File: src/hw/rtl/assert_macros.svh
// concurrent assertion helpers, compiled out for synthesis
`ifndef ASSERT_MACROS_SVH
`define ASSERT_MACROS_SVH

`ifndef SYNTHESIS

`define ASSERT_PROP(label, clk, rst_n, prop, msg) \
    label: assert property (@(posedge clk) disable iff (!rst_n) (prop)) else $error(msg);

`define ASSERT_NEXT(label, clk, rst_n, trig, conseq, msg) \
    label: assert property (@(posedge clk) disable iff (!rst_n) (trig) |=> (conseq)) \
        else $error(msg);

`else

`define ASSERT_PROP(label, clk, rst_n, prop, msg)

`define ASSERT_NEXT(label, clk, rst_n, trig, conseq, msg)

`endif

`endif

File: src/hw/rtl/nfcs_pkg.sv
`timescale 1ns / 1ps

package nfcs_pkg;

    localparam int ADR_W  = 32;
    localparam int DAT_W  = 32;
    localparam int POLL_W = 13;
    localparam int IDX_W  = 3;
    localparam int CFG_IDX_W = 2;

    localparam int DQ6_LO = 6;
    localparam int DQ6_HI = 22;

    localparam logic [1:0] MODE_PROG  = 2'd0;
    localparam logic [1:0] MODE_ERASE = 2'd1;
    localparam logic [1:0] MODE_RESET = 2'd2;
    localparam logic [1:0] MODE_RESP  = 2'd3;

    localparam logic [1:0] KIND_WRITE = 2'd0;
    localparam logic [1:0] KIND_READ  = 2'd1;
    localparam logic [1:0] KIND_DONE  = 2'd2;

    localparam logic [CFG_IDX_W-1:0] CFG_BASE  = 2'd0;
    localparam logic [CFG_IDX_W-1:0] CFG_SHIFT = 2'd1;
    localparam logic [CFG_IDX_W-1:0] CFG_LIMIT = 2'd2;

    localparam logic [POLL_W-1:0] POLL_LIMIT_RST = 13'd7000;

    localparam logic [DAT_W-1:0] CMD_UNLOCK1      = 32'h00aa00aa;
    localparam logic [DAT_W-1:0] CMD_UNLOCK2      = 32'h00550055;
    localparam logic [DAT_W-1:0] CMD_ERASE_SETUP  = 32'h00800080;
    localparam logic [DAT_W-1:0] CMD_SECTOR_ERASE = 32'h00300030;
    localparam logic [DAT_W-1:0] CMD_PROGRAM      = 32'h00a000a0;
    localparam logic [DAT_W-1:0] CMD_RESET        = 32'h00f000f0;

    localparam logic [10:0] OFS_A = 11'h555;
    localparam logic [10:0] OFS_B = 11'h2aa;

    typedef struct packed {
        logic [1:0]       mode;
        logic [ADR_W-1:0] address;
        logic [DAT_W-1:0] data;
    } t_in_item;

    typedef struct packed {
        logic [1:0]       kind;
        logic [ADR_W-1:0] bus_address;
        logic [DAT_W-1:0] bus_data;
        logic             fail;
        logic             last;
    } t_out_item;

    typedef struct packed {
        logic [ADR_W-1:0]  base_address;
        logic [1:0]        address_shift;
        logic [POLL_W-1:0] poll_limit;
    } t_cfg;

    typedef enum logic [2:0] {
        SQ_PROG  = 3'd0,
        SQ_ERASE = 3'd1,
        SQ_RESET = 3'd2,
        SQ_READ  = 3'd3,
        SQ_FIN   = 3'd4
    } t_seq;

    typedef struct packed {
        logic             load;
        t_seq             seq;
        logic [ADR_W-1:0] adr;
        logic [DAT_W-1:0] dat;
        logic             fail;
        logic             erase;
    } t_burst;

    function automatic logic [IDX_W-1:0] seq_len(t_seq s, logic erase);
        logic [IDX_W-1:0] n;
        case (s)
            SQ_PROG:  n = 3'd5;
            SQ_ERASE: n = 3'd7;
            SQ_FIN:   n = erase ? 3'd2 : 3'd1;
            default:  n = 3'd1;
        endcase
        return n;
    endfunction

    function automatic t_out_item res_at(t_burst b, logic [IDX_W-1:0] idx, t_cfg cfg);
        logic [ADR_W-1:0] a555;
        logic [ADR_W-1:0] a2aa;
        t_out_item r;
        a555 = cfg.base_address + ({21'd0, OFS_A} << cfg.address_shift);
        a2aa = cfg.base_address + ({21'd0, OFS_B} << cfg.address_shift);
        r = '0;
        r.kind = KIND_WRITE;
        case (b.seq)
            SQ_PROG: begin
                case (idx)
                    3'd0: begin r.bus_address = a555; r.bus_data = CMD_UNLOCK1; end
                    3'd1: begin r.bus_address = a2aa; r.bus_data = CMD_UNLOCK2; end
                    3'd2: begin r.bus_address = a555; r.bus_data = CMD_PROGRAM; end
                    3'd3: begin r.bus_address = b.adr; r.bus_data = b.dat; end
                    default: begin r.kind = KIND_READ; r.bus_address = b.adr; end
                endcase
            end
            SQ_ERASE: begin
                case (idx)
                    3'd0: begin r.bus_address = a555; r.bus_data = CMD_UNLOCK1; end
                    3'd1: begin r.bus_address = a2aa; r.bus_data = CMD_UNLOCK2; end
                    3'd2: begin r.bus_address = a555; r.bus_data = CMD_ERASE_SETUP; end
                    3'd3: begin r.bus_address = a555; r.bus_data = CMD_UNLOCK1; end
                    3'd4: begin r.bus_address = a2aa; r.bus_data = CMD_UNLOCK2; end
                    3'd5: begin r.bus_address = b.adr; r.bus_data = CMD_SECTOR_ERASE; end
                    default: begin r.kind = KIND_READ; r.bus_address = b.adr; end
                endcase
            end
            SQ_RESET: begin
                r.bus_address = cfg.base_address;
                r.bus_data    = CMD_RESET;
            end
            SQ_READ: begin
                r.kind        = KIND_READ;
                r.bus_address = b.adr;
            end
            default: begin
                if (b.erase && idx == 3'd0) begin
                    r.bus_address = cfg.base_address;
                    r.bus_data    = CMD_RESET;
                end else begin
                    r.kind        = KIND_DONE;
                    r.bus_address = b.adr;
                    r.fail        = b.fail;
                end
            end
        endcase
        return r;
    endfunction

endpackage

File: src/hw/rtl/nor_flash_command_sequencer.sv
`timescale 1ns / 1ps
// channel  direction  handshake                   payload
// in       input      i_in_valid / o_in_ready     i_in_item
// out      output     o_out_valid / i_out_ready   o_out_item
// cfg      input      i_cfg_valid / o_cfg_ready   i_cfg_index, i_cfg_data
//
// an item waits in the input register; its results leave one per cycle unless stalled
// a program yields 5 results, an erase 7, a poll read 1, a finish 1 or 2
// the next item is taken as the last result of the current one is taken
// items that cause no result are dropped as soon as the output side is free
// synchronous active-low reset returns to idle with poll limit 7000
// a stalled output holds its item and the input register fills and waits

module nor_flash_command_sequencer (
    input  logic                           i_clk,
    input  logic                           i_rst_n,
    input  logic                           i_in_valid,
    output logic                           o_in_ready,
    input  nfcs_pkg::t_in_item             i_in_item,
    output logic                           o_out_valid,
    input  logic                           i_out_ready,
    output nfcs_pkg::t_out_item            o_out_item,
    input  logic                           i_cfg_valid,
    output logic                           o_cfg_ready,
    input  logic [nfcs_pkg::CFG_IDX_W-1:0] i_cfg_index,
    input  logic [nfcs_pkg::DAT_W-1:0]     i_cfg_data
);
    import nfcs_pkg::*;

    t_cfg   w_cfg;
    t_burst w_burst;
    logic   w_take;

    nfcs_ctrl u_ctrl (
        .i_clk       (i_clk),
        .i_rst_n     (i_rst_n),
        .i_in_valid  (i_in_valid),
        .o_in_ready  (o_in_ready),
        .i_in_item   (i_in_item),
        .i_cfg_valid (i_cfg_valid),
        .o_cfg_ready (o_cfg_ready),
        .i_cfg_index (i_cfg_index),
        .i_cfg_data  (i_cfg_data),
        .o_cfg       (w_cfg),
        .i_take      (w_take),
        .o_burst     (w_burst)
    );

    nfcs_emit u_emit (
        .i_clk   (i_clk),
        .i_rst_n (i_rst_n),
        .i_burst (w_burst),
        .i_cfg   (w_cfg),
        .o_take  (w_take),
        .o_valid (o_out_valid),
        .i_ready (i_out_ready),
        .o_item  (o_out_item)
    );

endmodule

File: src/hw/rtl/nfcs_ctrl.sv
`timescale 1ns / 1ps
`include "assert_macros.svh"

module nfcs_ctrl (
    input  logic                           i_clk,
    input  logic                           i_rst_n,
    input  logic                           i_in_valid,
    output logic                           o_in_ready,
    input  nfcs_pkg::t_in_item             i_in_item,
    input  logic                           i_cfg_valid,
    output logic                           o_cfg_ready,
    input  logic [nfcs_pkg::CFG_IDX_W-1:0] i_cfg_index,
    input  logic [nfcs_pkg::DAT_W-1:0]     i_cfg_data,
    output nfcs_pkg::t_cfg                 o_cfg,
    input  logic                           i_take,
    output nfcs_pkg::t_burst               o_burst
);
    import nfcs_pkg::*;

    typedef enum logic [2:0] {
        PH_IDLE   = 3'b001,
        PH_FIRST  = 3'b010,
        PH_SECOND = 3'b100
    } t_phase;

    logic              r_in_valid;
    t_in_item          r_in;
    t_cfg              r_cfg;
    t_phase            r_phase, n_phase;
    logic              r_erase, n_erase;
    logic [POLL_W-1:0] r_poll, n_poll;
    logic [1:0]        r_tog, n_tog;
    logic [ADR_W-1:0]  r_target, n_target;

    logic              w_consume;
    logic              w_busy;
    logic [1:0]        w_tog;
    logic [POLL_W:0]   w_next;
    t_burst            w_burst;

    assign w_consume   = r_in_valid & i_take;
    assign o_in_ready  = ~r_in_valid | w_consume;
    assign o_cfg_ready = 1'b1;
    assign o_cfg       = r_cfg;
    assign o_burst     = w_burst;

    assign w_busy = (r_phase != PH_IDLE);
    assign w_tog  = {r_in.data[DQ6_HI], r_in.data[DQ6_LO]};
    assign w_next = {1'b0, r_poll} + {{POLL_W{1'b0}}, 1'b1};

    always_comb begin
        n_phase  = r_phase;
        n_erase  = r_erase;
        n_poll   = r_poll;
        n_tog    = r_tog;
        n_target = r_target;
        w_burst       = '0;
        w_burst.seq   = SQ_READ;
        w_burst.adr   = r_target;
        w_burst.erase = r_erase;
        unique case (r_in.mode) inside
            MODE_PROG, MODE_ERASE: begin
                if (!w_busy) begin
                    w_burst.load = r_in_valid;
                    w_burst.seq  = (r_in.mode == MODE_ERASE) ? SQ_ERASE : SQ_PROG;
                    w_burst.adr  = r_in.address;
                    w_burst.dat  = r_in.data;
                    n_erase  = (r_in.mode == MODE_ERASE);
                    n_target = r_in.address;
                    n_poll   = '0;
                    n_tog    = '0;
                    n_phase  = PH_FIRST;
                end
            end
            MODE_RESET: begin
                if (!w_busy) begin
                    w_burst.load = r_in_valid;
                    w_burst.seq  = SQ_RESET;
                end
            end
            default: begin
                unique case (r_phase)
                    PH_FIRST: begin
                        w_burst.load = r_in_valid;
                        n_tog   = w_tog;
                        n_phase = PH_SECOND;
                    end
                    PH_SECOND: begin
                        w_burst.load = r_in_valid;
                        if (w_tog == r_tog || w_next >= {1'b0, r_cfg.poll_limit}) begin
                            w_burst.seq  = SQ_FIN;
                            w_burst.fail = (w_tog != r_tog);
                            n_phase = PH_IDLE;
                            n_poll  = '0;
                            n_tog   = '0;
                        end else begin
                            n_poll  = w_next[POLL_W-1:0];
                            n_phase = PH_FIRST;
                        end
                    end
                    default: ;
                endcase
            end
        endcase
    end

    always_ff @(posedge i_clk) begin
        if (!i_rst_n) begin
            r_in_valid <= 1'b0;
        end else if (o_in_ready) begin
            r_in_valid <= i_in_valid;
        end
    end

    always_ff @(posedge i_clk) begin
        if (o_in_ready) begin
            r_in <= i_in_item;
        end
    end

    always_ff @(posedge i_clk) begin
        if (!i_rst_n) begin
            r_cfg.base_address  <= '0;
            r_cfg.address_shift <= '0;
            r_cfg.poll_limit    <= POLL_LIMIT_RST;
        end else if (i_cfg_valid) begin
            unique case (i_cfg_index)
                CFG_BASE:  r_cfg.base_address  <= i_cfg_data;
                CFG_SHIFT: r_cfg.address_shift <= i_cfg_data[1:0];
                CFG_LIMIT: r_cfg.poll_limit    <= i_cfg_data[POLL_W-1:0];
                default: ;
            endcase
        end
    end

    always_ff @(posedge i_clk) begin
        if (!i_rst_n) begin
            r_phase  <= PH_IDLE;
            r_erase  <= 1'b0;
            r_poll   <= '0;
            r_tog    <= '0;
            r_target <= '0;
        end else if (w_consume) begin
            r_phase  <= n_phase;
            r_erase  <= n_erase;
            r_poll   <= n_poll;
            r_tog    <= n_tog;
            r_target <= n_target;
        end
    end

    `ASSERT_PROP(a_idle_clear, i_clk, i_rst_n, r_phase != PH_IDLE || (r_poll == '0 && r_tog == '0), "idle with stale poll state")
    `ASSERT_NEXT(a_fin_idle, i_clk, i_rst_n, w_consume && w_burst.load && w_burst.seq == SQ_FIN, r_phase == PH_IDLE, "finish did not return to idle")
    `ASSERT_PROP(a_resp_idle, i_clk, i_rst_n, !(r_in_valid && r_in.mode == MODE_RESP && r_phase == PH_IDLE) || !w_burst.load, "response while idle produced results")

endmodule

File: src/hw/rtl/nfcs_emit.sv
`timescale 1ns / 1ps
`include "assert_macros.svh"

module nfcs_emit (
    input  logic                i_clk,
    input  logic                i_rst_n,
    input  nfcs_pkg::t_burst    i_burst,
    input  nfcs_pkg::t_cfg      i_cfg,
    output logic                o_take,
    output logic                o_valid,
    input  logic                i_ready,
    output nfcs_pkg::t_out_item o_item
);
    import nfcs_pkg::*;

    logic             r_busy, n_busy;
    logic [IDX_W-1:0] r_idx, n_idx;
    logic [IDX_W-1:0] r_cnt;
    t_burst           r_b;
    logic             w_fire;
    logic             w_last;
    t_out_item        w_item;

    assign w_last  = (r_idx == r_cnt - 3'd1);
    assign w_fire  = r_busy & i_ready;
    assign o_take  = ~r_busy | (w_fire & w_last);
    assign o_valid = r_busy;

    always_comb begin
        w_item      = res_at(r_b, r_idx, i_cfg);
        w_item.last = w_last;
        o_item      = w_item;
    end

    always_comb begin
        n_busy = r_busy;
        n_idx  = r_idx;
        if (o_take) begin
            n_busy = i_burst.load;
            n_idx  = '0;
        end else if (w_fire) begin
            n_idx = r_idx + 3'd1;
        end
    end

    always_ff @(posedge i_clk) begin
        if (!i_rst_n) begin
            r_busy <= 1'b0;
            r_idx  <= '0;
        end else begin
            r_busy <= n_busy;
            r_idx  <= n_idx;
        end
    end

    always_ff @(posedge i_clk) begin
        if (o_take && i_burst.load) begin
            r_b   <= i_burst;
            r_cnt <= seq_len(i_burst.seq, i_burst.erase);
        end
    end

    `ASSERT_PROP(a_idx_range, i_clk, i_rst_n, !r_busy || r_idx < r_cnt, "result index beyond burst")
    `ASSERT_PROP(a_done_last, i_clk, i_rst_n, !(o_valid && o_item.kind == KIND_DONE) || o_item.last, "done item is not last")
    `ASSERT_NEXT(a_stall_hold, i_clk, i_rst_n, o_valid && !i_ready, o_valid && $stable(r_idx), "stalled burst advanced")

endmodule

File: config.mk
export PLATFORM = sky130hd
export DESIGN_NAME = nor_flash_command_sequencer
export DESIGN_NICKNAME = d
export VERILOG_FILES = /design/src/hw/rtl/nfcs_pkg.sv /design/src/hw/rtl/nor_flash_command_sequencer.sv /design/src/hw/rtl/nfcs_ctrl.sv /design/src/hw/rtl/nfcs_emit.sv
export VERILOG_INCLUDE_DIRS = /design/src /design/src/hw/rtl
export SDC_FILE = /design/constraint.sdc
export NUM_CORES = 1
export LEC_CHECK = 0
export ABC_CLOCK_PERIOD_IN_PS = 16350
export BUFFER_PORTS_ARGS = -buffer_cell sky130_fd_sc_hd__buf_2
export CORE_ASPECT_RATIO = 1.2
export CORE_MARGIN = 2
export CORE_UTILIZATION = 40
export DETAILED_ROUTE_END_ITERATION = 8
export HOLD_SLACK_MARGIN = 0.02
export PLACE_DENSITY = 0.66
export SYNTH_ARGS = -nofsm -noshare
export SYNTH_HDL_FRONTEND = slang
export SYNTH_SLANG_ARGS = --single-unit
File: constraint.sdc
create_clock -name i_clk -period 16.35 [get_ports i_clk]
set_input_delay 1.635 -clock i_clk [delete_from_list [all_inputs] [get_ports i_clk]]
set_output_delay 1.635 -clock i_clk [all_outputs]
set_load 0.05 [all_outputs]
==> run summary, run 1 <==
The run finished with clean final reports. The buffering stage count on the worst path with inverters included came out at 3. The run gives 0 as the number of diodes added for antenna fixing. The mapped netlist covers 13400 µm². The remaining max-slew budget at the tightest pin is 22.2%, and the number of port buffers is 174. The tools report the endpoint kind of the worst setup timing path as an output port. Dividing the final minimum period by the clock period gives 40.4%.

On the critical path, the stage with the largest delay is an instance of sky130_fd_sc_hd__a21o_1. The tools report the end of the worst register-to-register path as u_ctrl.r_poll[4]. After the last flow step, the layout net total stands at 1799.

Summed over all layers, the routed wires come to 40300 µm. The total vias in the final route is 11.9k, and the share of flip-flops with an asynchronous set or reset is 0%. In this run the clock root is driven by a sky130_fd_sc_hd__clkbuf_16. The switching share of total power came out at 27.1%. Among all flip-flop cells after synthesis, the most frequent one is sky130_fd_sc_hd__edfxtp_1. Of all nets on the critical path, the largest fanout is 20.

Setup violations remaining at the end of the flow were counted as 0. The floorplan die area was 34900 µm²; the highest clock rate was 151 MHz. The run gives 3 as the number of buffers between clock root and the deepest sink. The core footprint is 33100 µm². The tools report the net switching component of the power as 0.000395 W.

In this run, distinct cell masters in the synthesized netlist total 79. For this design the top-level I/O count stands at 176. In this run, post-CTS hold repair placed 0 buffers. The number of levels the H-tree was split into was 1.

The tools report the data arrival at the endpoint of the critical path as 4.97 ns. The first global-routing pass estimated 62300 µm of wire. From left edge to right edge, the die measures 171 µm. The final-layout fill cell count was 3247.

The worst slack at placement is 10.44 ns. The number of cells in the finished layout apart from fillers is 2116, and the post-detailed-route wirelength per cell is 19.1 µm. Including well taps, the total number of placed cells is 2068. The clock network is responsible for 39.9% of the overall power.

For this run the aggregate overflow at the end of global routing stands at 0. The number of nets handed over by synthesis was 1674. In this run the remaining antenna-violating nets after routing total 0. At the later pin of the worst-skew pair, clock insertion delay measures 0.56 ns. The floorplan has 73 rows. The number of endpoints with negative hold slack in the final report came out at 0. The most common cell in the netlist is sky130_fd_sc_hd__nand2_1. The cell family with the largest share of critical-path delay was compound AO/OA/AOI/OAI gates. Sorting the synthesized cells by area gives the leading types as sky130_fd_sc_hd__edfxtp_1, sky130_fd_sc_hd__dfxtp_1, sky130_fd_sc_hd__nand2_1, sky130_fd_sc_hd__a21oi_1, sky130_fd_sc_hd__ha_1. The logs give 0.921 for the weighted congestion reported at the end of routability-driven placement and 0 for the number of warnings reported in the yosys synthesis log.

For this run, the detailed router's first-pass iteration total came to 6. The routed via count divided by cell count was 5.61; the clock tree skew after final layout was 0.0298 ns. The number of setup buffers added after CTS is 0, and the post-CTS clock slew at the launch and capture registers of the worst setup and hold paths is 0.06 ns. The internal portion of the total power is 0.00106 W. STA puts the critical path data required time at 14.71 ns. The number of antenna violations at the first check in global routing is 1, and the number of instances resized during post-cts repair is 0. Once the floorplan was initialized, standard cells occupied 40.4% of the core. Per report_power, the combinational group accounts for 12.5% of the total. Average footprint of a synthesized cell: 8.78 µm².

Global routing used 22.8% of the available tracks across all layers. The transition time at the pin with the least slew margin is 1.16 ns. Of the post-synthesis cell area, the dominant cell type holds 31.0%. The number of flip-flops and latches in the synthesized netlist is 241, and the first-iteration detailed-routing DRC count is 1380.

Along the worst hold path, the cell count comes to 0. Compared with the post-synthesis result, the final layout area differs by 15.5%. For hold timing, the worst endpoint is u_emit.r_b[0]. The tools report the leakage power as 6.31 nW.

Counting every sink on the clock net gives 241. Counting I/O delays and the setup requirement, the final critical path takes 6.60 ns. By count the netlist is led by sky130_fd_sc_hd__nand2_1, sky130_fd_sc_hd__a21oi_1, sky130_fd_sc_hd__edfxtp_1. The die is 204 µm tall.

The via count of the first global-routing pass is 11.2k. The largest total area in the synthesized netlist belongs to sky130_fd_sc_hd__edfxtp_1. The type of the worst min-delay path is register to register.

The signal on the critical path passes through inv_1 > ha_1 > and3b_1 > nor2b_1 > o21bai_1 > buf_4 > a21o_1 > a21o_1 > a221oi_1 > o21a_1 > or3_1 > nand3_1 > buf_2. TritonCTS built the clock tree. After technology mapping, the gate count stands at 1521.

The launching element type of the critical path is a register. The logs give 0 ns for the total negative slack for setup checks and 47.6% for the sequential share of power. Setup repair after global routing left no endpoint under its margin. The share of the Yosys chip area taken by registers is 46.5%. Power per cell area: 94.6 nW/µm². The pin count of the biggest net entering global routing was 67.

The type of the worst setup path is register to output port. The run gives 0 as the DRC violation count after routing. In this run, synthesis inferred 138 flip-flops with an integrated enable. For the final count of pins violating max slew, the log shows 0. The logs give 26 for the number of clock buffers inserted by TritonCTS and 0 for the count of max-cap constraint violations.

The most frequent cell on the critical path was sky130_fd_sc_hd__a21o_1. Detailed placement ended at an HPWL of 28600 µm. The largest single stage delay on the critical path is 0.72 ns. The cell depth of the worst flop-to-flop path was 16; the highest ir drop seen on vdd was 0.0796 mV. The worst register-to-register path has a setup slack of 12.57 ns.

In this run the most critical hold path is launched from u_ctrl.r_erase. The ratio of cells with drive above 1 in the final layout was 15.9%. Final worst setup slack: 9.75 ns.

The launch point of the worst reg-to-reg path is u_ctrl.r_poll[0].
-- worst register-to-register path, cell delays in order, from the launching register on --
cell and delay [ns]:
sky130_fd_sc_hd__dfxtp_1 0.41, sky130_fd_sc_hd__and3_1 0.19, sky130_fd_sc_hd__and3_1 0.18, sky130_fd_sc_hd__and3_1 0.30
sky130_fd_sc_hd__nand3_1 0.19, sky130_fd_sc_hd__nor2_1 0.15, sky130_fd_sc_hd__xor2_1 0.25, sky130_fd_sc_hd__ha_1 0.29
sky130_fd_sc_hd__a21o_1 0.16, sky130_fd_sc_hd__a21oi_1 0.14, sky130_fd_sc_hd__nand2_1 0.07, sky130_fd_sc_hd__a221o_1 0.29
sky130_fd_sc_hd__a31oi_4 0.32, sky130_fd_sc_hd__nand2_2 0.24, sky130_fd_sc_hd__nor2_4 0.26, sky130_fd_sc_hd__nand3b_1 0.11
sky130_fd_sc_hd__a21oi_1 0.14
-- area by class of cell --
type	instances	area [µm²]	area share, %
inverter	39	146	0.949
clock buffer	36	748	4.85
multi-input combinational	1145	6650	43.1
timing repair buffer	193	1010	6.57
tap	450	563	3.65
sequential	241	6210	40.2
clock inverter	12	103	0.665
-- worst max-delay path by stage --
stage,start,endpoint,cells after the start,slack (ns)
floorplan,i_out_ready,u_emit.r_b[0],4,10.18
global placement,u_emit.r_idx[1],o_out_item[44],13,10.54
detailed placement,u_emit.r_idx[1],o_out_item[44],13,10.44
CTS,u_emit.r_idx[1],o_out_item[44],13,9.84
global route,u_emit.r_idx[1],o_out_item[44],13,9.56
finish,u_emit.r_idx[1],o_out_item[44],13,9.75
-- metal layers --
layer / wire, µm / part of all wire [%] / track usage, %
met1: 16500 / 41 / 29.8
met2: 18700 / 46 / 37.1
met3: 3260 / 8.1 / 4.01
met4: 1760 / 4.4 / 10.2
met5: 0 / 0 / 0
-- cells by family after synthesis --
group                      share of synthesized area [%]
and+or+nand+nor                                     22.4
AOI/OAI and AO/OA                                   19.2
DFF                                                 46.5
buffers and inverters                               3.98
adders and majority gates                           4.61
xor gates and xnor gates                            2.82
muxes                                              0.524
other                                             0.0281
-- layout by cell type (no fill, tap or decap), drive strengths merged, types with 17 or more instances in the layout --
| master | Yosys | layout |
|---|---|---|
| ha | 46 | 46 |
| nand2 | 358 | 358 |
| a22oi | 19 | 19 |
| nand3 | 29 | 29 |
| and3 | 37 | 37 |
| xnor2 | 25 | 25 |
| clkbuf | 79 | 36 |
| nor3 | 17 | 17 |
| a21oi | 147 | 147 |
| edfxtp | 138 | 138 |
| buf | 17 | 193 |
| o211ai | 20 | 20 |
| nor2 | 94 | 94 |
| xor2 | 18 | 18 |
| o21ai | 68 | 68 |
| inv | 39 | 40 |
| a221o | 18 | 18 |
| dfxtp | 103 | 103 |
| and2 | 47 | 47 |
-- sequential cells by signal, summed over array words and instances (netlist names) --
register           count
u_emit.o_valid         1
u_ctrl.r_phase         3
u_emit.r_cnt           3
u_emit.r_b            69
u_ctrl.r_erase         1
u_ctrl.r_in           66
u_ctrl.r_in_valid      1
u_ctrl.o_cfg          47
u_ctrl.r_target       32
u_ctrl.r_tog           2
u_ctrl.r_poll         13
u_emit.r_idx           3
-- through the flow --
step	power (W)	hold WS [ns]	util, %	instance area (µm²)
6_report	0.00146	0.452	46.7	15400
5_1_grt	0.00152	0.464	46.7	15400
4_1_cts	0.00147	0.455	46.7	15400
3_5_place_dp	0.000888	0.447	44.1	14600
3_3_place_gp	0.000886	0.442	44.1	14600
2_1_floorplan	0.000824	0.430	-	13400
-- power groups by stage --
stage / logic, W / clock network (W) / registers (W)
after floorplan: 0.000126 / 0 / 0.000698
after global placement: 0.000180 / 0 / 0.000707
after detailed placement: 0.000181 / 0 / 0.000707
after CTS: 0.000182 / 0.000596 / 0.000694
after global routing: 0.000197 / 0.000620 / 0.000698
final: 0.000182 / 0.000582 / 0.000695
No activity file was read; power rests on OpenSTA's default activity.
==> inputs of run 2 (changes only) <==
--- a/config.mk
+++ b/config.mk
@@ -6,14 +6,15 @@
 export SDC_FILE = /design/constraint.sdc
 export NUM_CORES = 1
 export LEC_CHECK = 0
-export ABC_CLOCK_PERIOD_IN_PS = 16350
+export ABC_AREA = 1
+export ABC_CLOCK_PERIOD_IN_PS = 5500
 export BUFFER_PORTS_ARGS = -buffer_cell sky130_fd_sc_hd__buf_2
 export CORE_ASPECT_RATIO = 1.2
 export CORE_MARGIN = 2
 export CORE_UTILIZATION = 40
 export DETAILED_ROUTE_END_ITERATION = 8
 export HOLD_SLACK_MARGIN = 0.02
-export PLACE_DENSITY = 0.66
+export PLACE_DENSITY = 0.68
 export SYNTH_ARGS = -nofsm -noshare
 export SYNTH_HDL_FRONTEND = slang
 export SYNTH_SLANG_ARGS = --single-unit
==> constraint.sdc (replaced) <==
create_clock -name i_clk -period 5.5 [get_ports i_clk]
set_input_delay 0.55 -clock i_clk [delete_from_list [all_inputs] [get_ports i_clk]]
set_output_delay 0.55 -clock i_clk [all_outputs]
set_load 0.05 [all_outputs]
==> run 2 against run 1 <==
  * Synthesized cell count up 32%
  * Clock-buffer cell count down 3
  * Via count up 21%
  * Clock power rose to 3.0 times the previous value
==> run summary, run 2 <==
The global-route met2 utilization is 40.6%, and the aggregate global-route resource usage is 24.3%. The slowest stage of the critical path is the sky130_fd_sc_hd__dfxtp_1 cell. The count of endpoints failing setup in the final report was 0; the die extent in x was 180 µm. The logs give 0 ns for the total negative slack for setup checks and 15.2% for the part of the total power dissipated in combinational logic.

The first-pass GRT wire length is 75200 µm, and the final count of pins violating max slew is 0. The routed layout has 14.3k vias. Walking the worst path, the cells encountered are inv_1 > nor2_1 > inv_1 > fa_1 > inv_1 > nand2_1 > nand2_1 > nand3_1 > nand2_1 > nand2_1 > nand3_1 > nand3_1 > nand3_1 > nand3_1 > nand2_1 > nand4_1 > buf_2. The internal portion of the total power is 0.00321 W.

Counting the fill cells in the layout gives 3694. The startpoint identified for the worst hold timing path is i_in_item[9]. During placement, the flow inserted port buffers numbering 174.

The tools report the cell row count as 77. TritonCTS built the clock tree. The run gives 0.249 mV as the highest ir drop seen on vdd.

The register with the most flip-flops in the layout has 69 of them. The run finished with clean final reports. For this run the aggregate overflow at the end of global routing stands at 0.

The tools report the number of nets in the finished design as 2292. For the pin count of the biggest net entering global routing, the log shows 69. Endpoint kind of the worst setup timing path: an output port. The clock network latency to the later pin of the worst-skew pair was 0.56 ns; the number of flops mapped to enable cells by yosys was 138. Synthesis produced a netlist with a net count of 2162.

In the final layout, the share of cells above drive strength 1 is 13.3%. The post-detailed-route wirelength per cell was 18.3 µm. Post-CTS repair changed the size of 0 cells. The relative area change from synthesis to final layout was 14.2%; the average footprint of a synthesized cell was 7.38 µm².

The transition time at the pin with the least slew margin was 1.24 ns; the final core area utilization was 46.1%. The register with the highest flop count was u_emit.r_b. The worst path needs 4.69 ns of the cycle, external delays included. The largest stage delay on the critical path was 0.62 ns. Setup slack on the worst reg-to-reg path comes out at 2.26 ns. The y dimension of the die works out to 215 µm.

The worst setup path is of the register to output port kind. In this run the cell area of the synthesized design comes to 14800 µm². The remaining max-slew budget at the tightest pin came out at 17.2%. The commonest cells after synthesis are sky130_fd_sc_hd__nand2_1, sky130_fd_sc_hd__inv_1, sky130_fd_sc_hd__nand3_1. Together, buffers and inverters on the worst path number 4. The top cell types in the final layout, fill and taps aside, are sky130_fd_sc_hd__nand2_1, sky130_fd_sc_hd__inv_1, sky130_fd_sc_hd__nand3_1.

Power per cell area: 270 nW/µm². In this run the static leakage power is 7.86 nW. Summing all placed instances gives a cell area of 16000 µm². The largest total area in the synthesized netlist belongs to sky130_fd_sc_hd__edfxtp_1. In this run, CTS created clock tree buffers numbering 26.

For the number of levels the H-tree was split into, the log shows 1. The run gives 36700 µm² as the core footprint. Setup repair after global routing left no endpoint under its margin.

For this run, the number of standard cells in the final layout without fillers is 2634. The tools report the multi-input combinational cell area as 7180 µm². Launching element type of the critical path: a register. The run gives 0.00135 W as the net switching component of the power. The number of buffers inserted by hold repair at cts came out at 0.

In this run the clock root is driven by a sky130_fd_sc_hd__clkbuf_16. Along the worst path, the maximum fanout reaches 13. Net switching is 29.6% of the power. The cell count after synthesis was 2009; the count of max-cap constraint violations was 0.

Of the total power, the clock network draws 38.8%. Of the available clock period, the critical path in the final layout requires 85.3%. The die covers 38600 µm². The library cell used most frequently in the layout, excluding fill and tap cells, is sky130_fd_sc_hd__nand2_1. For this block, the routed nets add up to 48300 µm of wire. In this run the critical register-to-register path is launched from u_emit.r_cnt[0]. In this run the deepest clock path goes through 3 buffers. The share of the synthesized area in the top cell type is 27.9%, and the share of flip-flops with an asynchronous set or reset is 0%. For this run, the leading register cell type out of synthesis is sky130_fd_sc_hd__edfxtp_1.

Clock-pin slew was measured on the worst setup and hold paths at 0.06 ns. The logs give 13.8k for the via count of the first global-routing pass and 0 for the number of warnings reported in the yosys synthesis log. Summing all flip-flop and latch instances after layout gives 6210 µm². The effective utilization at floorplan is 40.4%, and the number of top-level design ports is 176.

Sequential fraction of the synthesis area: 41.9%. For the weighted congestion reported at the end of routability-driven placement, the log shows 1.01. For this run, global-route usage on met3 was measured as 3.49%.

The tools report the number of placed cells counting well taps as 2585. The first-iteration detailed-routing DRC count came out at 1124. The number of endpoints with negative hold slack in the final report is 0. Ranked by total cell area, the synthesized netlist is headed by sky130_fd_sc_hd__edfxtp_1, sky130_fd_sc_hd__dfxtp_1, sky130_fd_sc_hd__nand2_1, sky130_fd_sc_hd__nand3_1, sky130_fd_sc_hd__inv_1. The number of setup buffers added after CTS is 0. In this run the worst setup path begins at u_ctrl.o_cfg[13].

The post-DP HPWL was 35600 µm; the sequential share of power was 46.0%. The finished cells cover 16900 µm². Counting flops and latches in the post-synthesis netlist gives 241.

The tools report the number of clock sinks as 241. The routed via count divided by cell count was 5.44; the power consumption was 0.00456 W. In the routed design, unresolved DRC markers number 0. For the worst setup path, the data arrival time is 4.14 ns.

The tools report the number of distinct library cells after synthesis as 51. STA puts the critical path data required time at 4.95 ns. The min-delay analysis places its worst path in the category input pin to register. The total iterations of the first detailed-routing run was 7. The tools report the clock tree skew after final layout as 0.0268 ns. Yosys instantiated no cell more often than sky130_fd_sc_hd__nand2_1. In this design, the largest share of critical-path delay is due to simple AND/OR/NAND/NOR gates.

For this run, the top clock speed supported by timing is 213 MHz. The detail route stage leaves a number of antenna-violating nets equal to 0. In this run the most used layer during global routing was met2.

For this run, global-route usage on met1 was measured as 32.1%. For the number of antenna violations at the first check in global routing, the log shows 1.
-- run 2: cell families after synthesis --
group | after synthesis | share of synthesized area, %
AND/OR/NAND/NOR | 920 | 27.3
buffers and inverters | 374 | 9.83
XOR/XNOR | 28 | 1.65
adder cells (fa/ha/maj) | 48 | 4.15
other | 1 | 0.0253
flip-flops | 241 | 41.9
AO/OA/AOI/OAI | 397 | 15.2
-- run 2: layout make-up --
cell class | instances | share of cell area (%)
Sequential cell | 241 | 36.7
Inverter | 284 | 6.30
Multi-Input combinational cell | 1394 | 42.4
Clock inverter | 15 | 0.636
Tap cell | 474 | 3.50
Clock buffer | 33 | 4.55
Timing Repair Buffer | 192 | 5.94
Antenna cell | 1 | 0.0148
-- run 2: stage by stage --
step	hold WS (ns)	setup WS (ns)
after floorplan	0.425	1.62
after global placement	0.433	1.53
after detailed placement	0.440	1.43
after CTS	0.140	0.821
after global routing	0.148	0.415
final	0.161	0.810
-- run 2: final timing paths --
check / end / cells after the start
setup / recovery: o_out_item[65] / 17
hold / removal: u_ctrl.r_in[9] / 1
setup reg to reg: u_emit.r_b[54] / 13
hold reg to reg: u_ctrl.r_target[21] / 2
-- run 2: routing by layer --
metal / vias up / share of wire (%) / wire length (µm)
met1: 6675 / 44 / 21000
li1: 6987 / - / -
met3: 101 / 6.9 / 3320
met2: 562 / 46 / 22300
met5: - / 0.027 / 13
met4: 2 / 3.3 / 1600
-- run 2: power groups by stage --
| stage | Sequential (W) | Combinational (W) | Clock [W] |
|---|---|---|---|
| floorplan | 0.00210 | 0.000483 | 0 |
| global placement | 0.00213 | 0.000681 | 0 |
| detailed placement | 0.00213 | 0.000688 | 0 |
| CTS | 0.00209 | 0.000691 | 0.00181 |
| global route | 0.00211 | 0.000761 | 0.00187 |
| finish | 0.00210 | 0.000695 | 0.00177 |
==> inputs of run 3 (changes only) <==
--- a/config.mk
+++ b/config.mk
@@ -8,13 +8,13 @@
 export LEC_CHECK = 0
 export ABC_AREA = 1
 export ABC_CLOCK_PERIOD_IN_PS = 5500
-export BUFFER_PORTS_ARGS = -buffer_cell sky130_fd_sc_hd__buf_2
+export BUFFER_PORTS_ARGS = -buffer_cell sky130_fd_sc_hd__buf_4
 export CORE_ASPECT_RATIO = 1.2
-export CORE_MARGIN = 2
 export CORE_UTILIZATION = 40
 export DETAILED_ROUTE_END_ITERATION = 8
 export HOLD_SLACK_MARGIN = 0.02
 export PLACE_DENSITY = 0.68
 export SYNTH_ARGS = -nofsm -noshare
 export SYNTH_HDL_FRONTEND = slang
+export SYNTH_HIERARCHICAL = 1
 export SYNTH_SLANG_ARGS = --single-unit
==> run 3 against run 2 <==
  * Synthesized area decreased by 10%
  * Worst hold slack gained 0.021 ns
  * Combinational power fell by 4.6%
  * Critical path type unchanged
==> run summary, run 3 <==
Static timing analysis puts the maximum clock frequency at 221 MHz. The share of the Yosys chip area taken by registers is 46.5%. Of the cells placed in the final design, the portion with a size suffix greater than 1 is 16.2%.

The launching element type of the critical path was a register. At the end of the flow the core is filled with cells to 48.7%. Relative to the synthesized area, the layout overhead comes to 18.7%. The top cell type by area accounts for 31.1% of the synthesized area.

Yosys mapped the design onto 52 distinct sky130hd cell types. Before CTS, the worst setup slack after placement is 1.61 ns. The most common cell in the netlist is sky130_fd_sc_hd__nand2_1. The post-DP HPWL was 28700 µm. Cell row count: 72. The number of nets handed over by synthesis was 1823.

The share of flip-flops with an asynchronous set or reset is 0%. At the worst endpoint, the arrival time is 3.97 ns. The number of levels the H-tree was split into was 1. The run gives 0 as the number of endpoints with negative hold slack in the final report. In the routed design, unresolved DRC markers number 0.

The tools report the number of antenna violations at the first check in global routing as 0. The via count of the first global-routing pass is 11.3k, and the power per cell area is 286 nW/µm². The flip-flop count of the largest register, all copies and words added is 69, and the sequential share of power is 46.3%. No sink is reached through more buffers than the 3 on the longest clock path. The routed via count divided by cell count was 5.27; the first-iteration detailed-routing DRC count was 888. The run gives 1672 as the cell count after synthesis.

By area the synthesized netlist is led by sky130_fd_sc_hd__edfxtp_1, sky130_fd_sc_hd__dfxtp_1, sky130_fd_sc_hd__nand2_1, sky130_fd_sc_hd__nor2_1, sky130_fd_sc_hd__o21ai_0. The worst-case IR drop observed on VDD is 0.271 mV. The post-route fraction of the period consumed by the critical path came out at 82.1%.

The logs give 38700 µm for the final wirelength and 12.0k for the total vias in the final route. Of the total power, the clock network draws 39.1%. The part of the total power dissipated in combinational logic is 14.7%. Transition time at the pin with the least slew margin: 1.17 ns.

The worst hold path belongs to the class input pin to register. The most used flip-flop cell after synthesis is sky130_fd_sc_hd__edfxtp_1. The total standard cell area after synthesis was 13300 µm². Counting both buffers and inverters, the worst setup path holds a total of 5.

The end of the worst register-to-register path was u_emit/r_cnt[1]. The critical path in this run is classified as register to output port. Most common library cell in the layout ignoring fill and taps: sky130_fd_sc_hd__nand2_1.

The critical path ends at o_out_item[38]. The worst register-to-register path has a setup slack of 2.16 ns. During I/O placement, the number of pins put on the boundary was 176.

For the antenna violation net count after detailed routing, the log shows 0. Cell internal power was estimated by the tool at 0.00327 W. The total negative slack for setup checks came out at 0 ns.

The dominant cell type by area after synthesis is sky130_fd_sc_hd__edfxtp_1. The run finished with clean final reports. After the flow finishes, the layout carries non-filler instances totaling 2275. The number of flops mapped to enable cells by yosys was 138. The tools report the start point of the critical path as u_emit/r_idx[0].

The most numerous cell type found on the critical path is sky130_fd_sc_hd__inv_1. Between clock sinks in the finished design, the worst skew comes to 0.0228 ns. The post-CTS clock slew at the launch and capture registers of the worst setup and hold paths works out to 0.07 ns. The cell family contributing the most delay on the critical path is buffers and inverters.

The largest single stage delay on the critical path is 0.66 ns. The endpoint kind of the worst setup timing path was an output port. The critical path goes through ha_1 > ha_1 > inv_1 > nand2_2 > inv_1 > nor2_1 > nor2_1 > buf_4 > inv_1 > o21ai_0 > o2111ai_1 > buf_4.

STA puts the critical path data required time at 4.95 ns. The clock reaches the later pin of the worst-skew pair after 0.54 ns. In the layout the commonest cells are sky130_fd_sc_hd__nand2_1, sky130_fd_sc_hd__nor2_1, sky130_fd_sc_hd__buf_4. The count of max-cap constraint violations is 0. The number of buffers inserted by hold repair at cts was 0. The count of endpoints failing setup in the final report is 0. TritonCTS built the clock tree.

The tools report the leakage power as 6.75 nW. The y dimension of the die was 202 µm; the pin count of the biggest net entering global routing was 85. The worst register-to-register path has a depth of 22.

The floorplan die area came out at 34100 µm². 0 antenna diodes ended up in the layout. The total iterations of the first detailed-routing run was 5; the weighted congestion reported at the end of routability-driven placement was 0.950. The clock net in this run drives a total of 241 sinks. The tools report the buffer cell driving the clock tree root as sky130_fd_sc_hd__clkbuf_16. In this run the number of cells on the critical path is 12. The commonest cells after synthesis are sky130_fd_sc_hd__nand2_1, sky130_fd_sc_hd__nor2_1, sky130_fd_sc_hd__inv_1.

Once the clock tree was built, the resizer swapped 0 gates to a different size. Final count of pins violating max slew: 0. The number of setup buffers added after CTS is 0. The tools report the number of warnings reported in the yosys synthesis log as 6.

Across every metal layer, demand over resource in global routing totals 22.4%. Of all nets on the critical path, the largest fanout is 22. The logs give 0 for the remaining global-route overflow and 1962 for the number of nets in the finished design. The number of port buffers came out at 174.

The critical path's slowest cell was sky130_fd_sc_hd__inv_1. In this run the power spent charging and discharging nets is 0.00125 W. Of the total power, the share spent switching nets is 27.7%.

For the effective utilization at floorplan, the log shows 41.0%. Setup repair after global routing left no endpoint under its margin. The worst hold path cell count is 1.

Final hold analysis gives a worst-case slack of 0.182 ns. The smallest clock period supported by the final layout is computed as 4.52 ns. Counting tap cells, the placed design contains a total of 2227 instances.

A synthesized cell averages 7.98 µm². The tools report the number of clock buffers inserted by TritonCTS as 26. The core region is 32500 µm². First-pass GRT wire length: 60100 µm. Ranked by flip-flop count, first place goes to u_emit/r_b.

The post-detailed-route wirelength per cell came out at 17.0 µm. The tools report the launch point of the worst reg-to-reg path as u_ctrl/r_poll[0]. Counting flops and latches in the post-synthesis netlist gives 241. The remaining max-slew budget at the tightest pin is 21.9%. In this run the horizontal extent of the chip is 169 µm.

After layout, the worst setup slack is 0.982 ns.
[run 3: cell count changes in the layout (fill, tap and decap cells not counted), moves of 20 or more]
cell                      change
sky130_fd_sc_hd__nand2_1     -91
sky130_fd_sc_hd__inv_1      -106
sky130_fd_sc_hd__o21ai_0     -42
sky130_fd_sc_hd__buf_4      +170
sky130_fd_sc_hd__a21oi_1     -20
sky130_fd_sc_hd__buf_2      -174
sky130_fd_sc_hd__nand3_1    -112
sky130_fd_sc_hd__o21ai_1     +22
[run 3: layout make-up]
cell class / instances / area (µm²)
repair buffers: 188 / 1410
well taps: 444 / 556
inverters: 181 / 679
fillers: 3149 / 16700
clock inverters: 15 / 176
multi-input cells: 1173 / 6120
flip-flops and latches: 241 / 6210
clock buffers: 33 / 687
[run 3: per-layer routing]
metal	up-vias	part of all wire (%)	GRT usage, %
li1	5955	-	-
met1	5524	42	28.4
met2	424	47	37.5
met3	93	6.1	3.11
met4	0	4.5	10.9
met5	-	0	0
[run 3: worst reg2reg max path, cell delays in order (launching register included)]
cell and delay [ns]:
sky130_fd_sc_hd__dfxtp_1 0.44, sky130_fd_sc_hd__ha_1 0.22, sky130_fd_sc_hd__nand3_1 0.10, sky130_fd_sc_hd__nor2_1 0.10, sky130_fd_sc_hd__inv_1 0.08, sky130_fd_sc_hd__nor2_1 0.16
sky130_fd_sc_hd__nand4_1 0.13, sky130_fd_sc_hd__xnor2_1 0.27, sky130_fd_sc_hd__ha_1 0.29, sky130_fd_sc_hd__nand2_1 0.08, sky130_fd_sc_hd__nor2_1 0.06, sky130_fd_sc_hd__nand2_1 0.05
sky130_fd_sc_hd__nand3_1 0.06, sky130_fd_sc_hd__nand2_1 0.06, sky130_fd_sc_hd__nand2_1 0.09, sky130_fd_sc_hd__inv_1 0.12, sky130_fd_sc_hd__nand3_1 0.10, sky130_fd_sc_hd__nand2_1 0.10
sky130_fd_sc_hd__inv_1 0.12, sky130_fd_sc_hd__nor2_1 0.25, sky130_fd_sc_hd__nor2_1 0.07, sky130_fd_sc_hd__nand3_1 0.10, sky130_fd_sc_hd__nand2_1 0.05
[run 3: per-stage QoR]
| step | instance area [µm²] | power, W |
|---|---|---|
| CTS | 15800 | 0.00457 |
| detailed placement | 15000 | 0.00279 |
| floorplan | 13300 | 0.00255 |
| finish | 15800 | 0.00452 |
| global placement | 15000 | 0.00278 |
| global route | 15800 | 0.00470 |
[run 3: how the worst min path moves through the flow]
stage	startpoint	to	slack, ns
final	i_in_item[17]	u_ctrl/r_in[17]	0.18
after CTS	i_in_item[3]	u_ctrl/r_in[3]	0.16
after global routing	i_in_item[62]	u_ctrl/r_in[62]	0.16
after global placement	u_ctrl/r_target[11]	u_ctrl/r_target[11]	0.43
after floorplan	u_ctrl/r_target[30]	u_ctrl/r_target[30]	0.42
after detailed placement	u_ctrl/r_target[23]	u_ctrl/r_target[23]	0.44
[run 3: power groups by stage]
stage	clock [W]	combinational, W	sequential, W
2_1_floorplan	0	0.000448	0.00211
3_3_place_gp	0	0.000654	0.00213
3_5_place_dp	0	0.000662	0.00213
4_1_cts	0.00181	0.000664	0.00209
5_1_grt	0.00187	0.000724	0.00210
6_report	0.00177	0.000663	0.00209
[run 3: kinds of logic after synthesis]
group                      after synthesis  share of synthesized area (%)
DFF                                    241                           46.5
other                                    1                         0.0281
AOI/OAI and AO/OA                      364                           15.9
buffers and inverters                  258                           7.87
adders and majority gates               46                           4.31
and+or+nand+nor                        736                           23.7
xor gates and xnor gates                26                           1.71
